===== config.mk =====
export PLATFORM = sky130hd
export DESIGN_NAME = ucb1_ctrl
export DESIGN_NICKNAME = d
export VERILOG_FILES = /design/src/hw/rtl/ucb1_pkg.sv /design/src/hw/rtl/ucb1_ctrl.sv
export SDC_FILE = /design/constraint.sdc
export NUM_CORES = 1
export LEC_CHECK = 0
export CORE_MARGIN = 2
export CORE_UTILIZATION = 40
export DETAILED_ROUTE_END_ITERATION = 16
export DONT_BUFFER_PORTS = 1
export GPL_ROUTABILITY_DRIVEN = 0
export REMOVE_ABC_BUFFERS = 1
export SYNTH_ARGS = -nofsm -noshare
export SYNTH_HDL_FRONTEND = slang
export SYNTH_SLANG_ARGS = --single-unit

===== constraint.sdc =====
create_clock -name clk -period 2.95 [get_ports clk]
set_input_delay 0.4425 -clock clk [delete_from_list [all_inputs] [get_ports clk]]
set_output_delay 0.4425 -clock clk [all_outputs]
set_load 0.01 [all_outputs]

===== src/hw/rtl/ucb1_pkg.sv =====
// Shared constants, codes and types of the UCB1 arm selector.
`default_nettype none

package ucb1_pkg;

    localparam int ARMS_DEF       = 64;
    localparam int COUNT_BITS_DEF = 16;

    localparam int ACTION_W    = 2;
    localparam int REWARD_W    = 17;
    localparam int ARM_W       = 6;
    localparam int ARM_COUNT_W = 7;
    localparam int WEIGHT_W    = 16;
    localparam int CFG_IDX_W   = 1;
    localparam int CFG_DATA_W  = 16;
    localparam int MEAN_W      = 17;
    localparam int FRAC_BITS   = 16;
    localparam int WEIGHT_FRAC = 12;
    localparam int SQ_CNT_W    = 4;

    localparam logic [ACTION_W-1:0] ACT_START  = 2'd0;
    localparam logic [ACTION_W-1:0] ACT_REWARD = 2'd1;
    localparam logic [ACTION_W-1:0] ACT_FINISH = 2'd2;

    localparam logic [CFG_IDX_W-1:0] CFG_ARM_COUNT      = 1'b0;
    localparam logic [CFG_IDX_W-1:0] CFG_EXPLORE_WEIGHT = 1'b1;

    localparam logic [ARM_COUNT_W-1:0] ARM_COUNT_RST = 7'd1;
    localparam logic [WEIGHT_W-1:0]    WEIGHT_RST    = 16'd5793;

    localparam logic [REWARD_W-1:0] ONE_Q16 = 17'h10000;
    localparam logic [31:0]         LN2_Q32 = 32'd2977044472;

    typedef enum logic [4:0] {
        ST_IDLE,
        ST_CLEAR,
        ST_RD_LAST,
        ST_UPDATE,
        ST_LN_LOAD,
        ST_LN_NORM,
        ST_SQ_MUL,
        ST_SQ_FIX,
        ST_LN_MUL,
        ST_SCAN_INIT,
        ST_SCAN_RD,
        ST_SCAN_CHK,
        ST_DIV_MEAN,
        ST_DIV_RATIO,
        ST_SQRT,
        ST_NEXT,
        ST_SET_LAST,
        ST_DONE
    } state_t;

    typedef enum logic [4:0] {
        OP_NOP,
        OP_TAKE,
        OP_CLEAR,
        OP_RD_LAST,
        OP_UPDATE,
        OP_LN_LOAD,
        OP_LN_NORM,
        OP_LN_MANT,
        OP_SQ_MUL,
        OP_SQ_FIX,
        OP_LN_MUL,
        OP_SCAN_INIT,
        OP_SCAN_RD,
        OP_SCAN_NEXT,
        OP_DIV_MEAN,
        OP_DIV_RATIO,
        OP_DIV_STEP,
        OP_SQRT_START,
        OP_SQRT_STEP,
        OP_SCORE_UCB,
        OP_SCORE_MEAN,
        OP_SCORE_ZERO,
        OP_PICK_UNVISITED,
        OP_SET_LAST
    } op_t;

    typedef struct packed {
        op_t  op;
        logic out_load;
        logic out_final;
    } ucb1_cmd_t;

    typedef struct packed {
        logic norm_done;
        logic sq_last;
        logic div_done;
        logic sqrt_done;
        logic cnt_zero;
        logic scan_last;
    } ucb1_stat_t;

endpackage

`default_nettype wire


===== src/hw/rtl/ucb1_ctrl.sv =====
// Sequencer of the UCB1 arm selector: steps the datapath through each word.
`default_nettype none

module ucb1_ctrl
    import ucb1_pkg::*;
(
    input  wire logic                clk,
    input  wire logic                rst_n,
    input  wire logic                in_valid,
    input  wire logic [ACTION_W-1:0] action,
    input  wire logic                out_free,
    input  wire ucb1_stat_t          stat,
    output logic                     in_ready,
    output ucb1_cmd_t                cmd
);

    state_t state_reg, state_next;
    logic   fin_reg, fin_next;

    always_ff @(posedge clk or negedge rst_n) begin
        if (!rst_n) begin
            state_reg <= ST_IDLE;
            fin_reg   <= 1'b0;
        end else begin
            state_reg <= state_next;
            fin_reg   <= fin_next;
        end
    end

    // next state
    always_comb begin
        state_next = state_reg;
        fin_next   = fin_reg;
        unique case (state_reg)
            ST_IDLE: begin
                if (in_valid) begin
                    unique case (action)
                        ACT_START: begin
                            state_next = ST_CLEAR;
                            fin_next   = 1'b0;
                        end
                        ACT_REWARD: begin
                            state_next = ST_RD_LAST;
                            fin_next   = 1'b0;
                        end
                        ACT_FINISH: begin
                            state_next = ST_SCAN_INIT;
                            fin_next   = 1'b1;
                        end
                        default: state_next = ST_IDLE;
                    endcase
                end
            end
            ST_CLEAR:     state_next = ST_DONE;
            ST_RD_LAST:   state_next = ST_UPDATE;
            ST_UPDATE:    state_next = ST_LN_LOAD;
            ST_LN_LOAD:   state_next = ST_LN_NORM;
            ST_LN_NORM:   if (stat.norm_done) state_next = ST_SQ_MUL;
            ST_SQ_MUL:    state_next = ST_SQ_FIX;
            ST_SQ_FIX:    state_next = stat.sq_last ? ST_LN_MUL : ST_SQ_MUL;
            ST_LN_MUL:    state_next = ST_SCAN_INIT;
            ST_SCAN_INIT: state_next = ST_SCAN_RD;
            ST_SCAN_RD:   state_next = ST_SCAN_CHK;
            ST_SCAN_CHK: begin
                if (!stat.cnt_zero) state_next = ST_DIV_MEAN;
                else if (fin_reg)   state_next = ST_NEXT;
                else                state_next = ST_DONE;
            end
            ST_DIV_MEAN: begin
                if (stat.div_done) state_next = fin_reg ? ST_NEXT : ST_DIV_RATIO;
            end
            ST_DIV_RATIO: if (stat.div_done) state_next = ST_SQRT;
            ST_SQRT:      if (stat.sqrt_done) state_next = ST_NEXT;
            ST_NEXT: begin
                if (!stat.scan_last) state_next = ST_SCAN_RD;
                else if (fin_reg)    state_next = ST_DONE;
                else                 state_next = ST_SET_LAST;
            end
            ST_SET_LAST:  state_next = ST_DONE;
            ST_DONE:      if (out_free) state_next = ST_IDLE;
            default:      state_next = ST_IDLE;
        endcase
    end

    // outputs
    always_comb begin
        in_ready      = 1'b0;
        cmd.op        = OP_NOP;
        cmd.out_load  = 1'b0;
        cmd.out_final = fin_reg;
        unique case (state_reg)
            ST_IDLE: begin
                in_ready = 1'b1;
                if (in_valid) cmd.op = OP_TAKE;
            end
            ST_CLEAR:     cmd.op = OP_CLEAR;
            ST_RD_LAST:   cmd.op = OP_RD_LAST;
            ST_UPDATE:    cmd.op = OP_UPDATE;
            ST_LN_LOAD:   cmd.op = OP_LN_LOAD;
            ST_LN_NORM:   cmd.op = stat.norm_done ? OP_LN_MANT : OP_LN_NORM;
            ST_SQ_MUL:    cmd.op = OP_SQ_MUL;
            ST_SQ_FIX:    cmd.op = OP_SQ_FIX;
            ST_LN_MUL:    cmd.op = OP_LN_MUL;
            ST_SCAN_INIT: cmd.op = OP_SCAN_INIT;
            ST_SCAN_RD:   cmd.op = OP_SCAN_RD;
            ST_SCAN_CHK: begin
                if (!stat.cnt_zero) cmd.op = OP_DIV_MEAN;
                else if (fin_reg)   cmd.op = OP_SCORE_ZERO;
                else                cmd.op = OP_PICK_UNVISITED;
            end
            ST_DIV_MEAN: begin
                if (!stat.div_done) cmd.op = OP_DIV_STEP;
                else if (fin_reg)   cmd.op = OP_SCORE_MEAN;
                else                cmd.op = OP_DIV_RATIO;
            end
            ST_DIV_RATIO: cmd.op = stat.div_done ? OP_SQRT_START : OP_DIV_STEP;
            ST_SQRT:      cmd.op = stat.sqrt_done ? OP_SCORE_UCB : OP_SQRT_STEP;
            ST_NEXT:      if (!stat.scan_last) cmd.op = OP_SCAN_NEXT;
            ST_SET_LAST:  cmd.op = OP_SET_LAST;
            ST_DONE:      cmd.out_load = out_free;
            default:      cmd.op = OP_NOP;
        endcase
    end

    a_load_free: assert property (@(posedge clk) disable iff (!rst_n)
        cmd.out_load |-> (out_free && state_reg == ST_DONE))
        else $error("result loaded while output register is full");

    a_take_idle: assert property (@(posedge clk) disable iff (!rst_n)
        (in_valid && in_ready && action == ACT_REWARD) |=> state_reg == ST_RD_LAST)
        else $error("reward word did not start with the credit read");

endmodule

`default_nettype wire


# After elaboration in Yosys (flattened, before gate mapping)

Cells that the tools add are included.

Flip-flop bits (word level): 6
Latch bits: 0
RAM bits: 0
ROM bits: 0
Input bits: 12
Word-level logic and storage cells: 61
Memories: 0

Add/sub/neg operators: 0
$mul: 0
Divide/modulo/power cells: 0
Magnitude comparators: 0
Eq/ne operators: 25
Shift operators: 0
Multiplexer cells: 27
Bitwise gates (word level): 0
Reductions and logical operators: 7

Operators with widths:

| operator                                             | number |
|---|---|
| case mux 5 bit (17 select lines)                     | 2 |
| 2-to-1 mux 5 bit                                     | 12 |
| equality test 5 x 4 -> 1 bit (second input constant) | 8 |
| equality test 5 x 3 -> 1 bit (second input constant) | 4 |
| inequality test 2 bit (second input constant)        | 6 |
| case mux 4 bit (3 select lines)                      | 1 |
| equality test 5 x 2 -> 1 bit (second input constant) | 2 |
| equality test 5 bit (second input constant)          | 2 |
| 2-to-1 mux 4 bit                                     | 2 |
| 2-to-1 mux 1 bit                                     | 7 |
| AND reduction 6 bit                                  | 1 |
| equality test 5 x 1 -> 1 bit (second input constant) | 1 |
| zero test 5 bit                                      | 1 |
| 2-to-1 mux 2 bit                                     | 2 |
| OR reduction 2 bit                                   | 2 |
| AND reduction 3 bit                                  | 1 |
| equality test 2 x 1 -> 1 bit (second input constant) | 1 |
| equality test 2 bit (second input constant)          | 1 |
| zero test 2 bit                                      | 1 |
| case mux 1 bit (2 select lines)                      | 1 |
| nonzero test 2 bit                                   | 1 |

# Longest topological paths before layout

Depth in word-level cells: 4
Depth in mapped cells: 7
Gate-level depth less buffers: 5

# Least setup slack after synthesis

Ideal clock, no wire load.

Path kind: reg2out
From: reg state_reg[1]
To: out cmd[2] (netlist bit)
Arrival: 1.310 ns
Data required time: 2.508 ns
Setup slack: 1.198 ns
Cell stages (with the launch flop): 6
Path through: dfrtp_1 buf_6 nand2b_1 o32ai_1 a22oi_1 o2111ai_1

RTL lines:

| what                     | line            | text |
|---|---|---|
| start: declaration       | ucb1_ctrl.sv:17 | `state_t state_reg, state_next;` |
| start signal: assignment | ucb1_ctrl.sv:25 | `state_reg <= state_next;` |
| end: declaration         | ucb1_ctrl.sv:14 | `output ucb1_cmd_t cmd` |

==> results.ini <==
[status]
status=finished clean

[synth]
synth_cells=136
synth_top_area_cell=dfrtp_1
yosysTopAreaCellShare_pct=14.72
seq_area_frac_synth_pct=14.72
ys_async_sr_fraction_pct=100.0
synth_edf_count=0
yosysMostFrequentCell=a21oi_1
ys_top_cells_by_area=dfrtp_1 (15%), a21oi_1 (5.9%), buf_6 (4.4%)
syn-cell-area_um2=1020
ys.flop_type=dfrtp_1
ys_warn_count=0
synth_area_per_cell_um2=7.498
ys_seq_elements=6
ys_types=53
synth_common_cells=a21oi_1 (12), nor2_1 (10), nand2_1 (8), o21ai_0 (8), nand2b_1 (7)

[layout]
drive_above_1_share_pct=17.19
nFillCells=256
area_growth_pct=-1.718
final_net_count=142
n_antenna_cell=0
largest_reg_flops=5

[power_and_ir_drop]
power_uw=1250
p_per_area_nw_per_um2=1247
p_leak_uw=0.0003391
ir_drop_mv=0.4577

[route]
ant_nets=0
viasPerCell=6.481
postRouteWirelength_mm=2.711
detail_route.first_pass.iterations=4
drc=0
vias=1024
drt_iter0_drc=30
routedWlPerCell_um=17.16

[critical_path]
worstPathRequired_ns=2.51
worst-path-buf-inv=1
cp-start-kind=flop
slowest_stage=dfrtp_1
crit_type=reg -> out
crit_path_cell_trace=buf_4 -> xnor2_1 -> o211ai_1 -> a22oi_1 -> o2111ai_1
arrival_ns=2.02
cp-end-kind=output port
slowest_delay_ns=0.71
cp_top_family=flip-flops
critPathMaxFanout=16

[sta]
timing.fmax_mhz=405.7
hold_violations=0
fin_crit_ns=2.465
rsz0062_at_grt=no
fin_crit_sh_pct=83.56
fin_skew_ns=0.007329
holdWs_ns=0.2862
worstMarginPinSlew_ns=0.8365
finalSetupTns_ns=0
drv_slew=0
finalSetupViolCount=0
relSlewSlack_pct=44.23

[floorplanning]
initial_core_util_pct=41.54
row_count=18
die_h_um=54.49
pin_count=20
coreArea_um2=2455
chipWidth_um=54.49
die_area_um2=2969

[clock_tree]
cts_tree=built
clk_path_buf_depth=2
cts_root_buf=clkbuf_4
path_clk_slew_ns=0.05
numCtsBuffers=3
clk_latency_ns=0.24
post_cts_buffers=0
holdBufCountCts=1
cts.sinks=6
ctsResizeCount=0
h-tree-depth=1

[grt]
grt_pass1_vias=947
grt_max_degree=26
overflow=0
grt_pass1_wl_mm=4.422
grt_antenna_before_repair=0
track_usage_pct=20.25

[place]
io_buffers=0
dp_hpwl_mm=1.958

[min_path]
worst_hold_path_type=in -> reg

[run]
max_cap_viol_count=0

## cell type report
| type | count | area, µm² | share of cell area [%] |
|---|---|---|---|
| flip-flops and latches | 6 | 150.1 | 14.98 |
| multi-input cells | 110 | 744.5 | 74.28 |
| clock buffers | 3 | 22.52 | 2.247 |
| well taps | 30 | 37.54 | 3.745 |
| repair buffers | 3 | 25.02 | 2.497 |
| inverters | 6 | 22.52 | 2.247 |
## routing by layer
metal	wire, µm	track usage [%]	part of all wire (%)	vias up
met5	0	0	0	-
met4	0	5.417	0	0
met3	190	4.918	7.0	0
met2	1384	33.94	51	51
met1	1137	25.74	42	480
li1	-	-	-	493
## through the flow
stage	area (µm²)	setup slack, ns	cells	utilization [%]
2_1_floorplan	917.1	0.8739	122	-
3_3_place_gp	969.7	0.7838	154	39.50
3_5_place_dp	969.7	0.7573	154	39.50
4_1_cts	1002	0.5000	158	40.83
5_1_grt	1002	0.2884	158	40.83
6_report	1002	0.4848	158	40.83
## where the power goes
| part | switching, µW | leakage [µW] | total [µW] | internal [µW] |
|---|---|---|---|---|
| clock | 29.7 | 0.0000138 | 75.7 | 46.0 |
| sequential | 202 | 0.0000777 | 320 | 118 |
| combinational | 486 | 0.000248 | 854 | 368 |
## final timing paths
kind                                               start                        to  slack, ns  depth (start not counted)
worst min register to register       fin_reg$_DFFE_PN0P_       fin_reg$_DFFE_PN0P_       0.81                          2
worst min-delay path                            in_valid       fin_reg$_DFFE_PN0P_       0.29                          1
worst max-delay path            state_reg[1]$_DFFE_PN0P_                    cmd[2]       0.48                          5
worst max register to register  state_reg[0]$_DFFE_PN0P_  state_reg[0]$_DFFE_PN0P_       0.93                          6
min in group asynchronous                          rst_n  state_reg[3]$_DFFE_PN0P_       0.50                          1
max in group asynchronous                          rst_n  state_reg[4]$_DFFE_PN0P_       2.23                          1
## kinds of logic (layout without fill, tap and decap cells)
logic type,Yosys count,count (layout),synth area share [%]
multiplexers,1,1,0.9816
buffers and inverters,20,12,12.27
AND/OR/NAND/NOR,57,57,35.09
AO/OA/AOI/OAI,50,50,35.22
flip-flops,6,6,14.72
XOR/XNOR,2,2,1.718
## cell usage in the layout (no fill, tap or decap), types with 3 or more instances in the layout
master and instances:
nand3_1 3, nor4_1 3, nand2b_1 7, a21oi_1 12, a31oi_1 4, nor3_1 6
clkbuf_4 3, o21ai_0 8, dfrtp_1 6, nand2_1 8, inv_1 6, nor2_1 10
(Power assumes the default switching activity.)
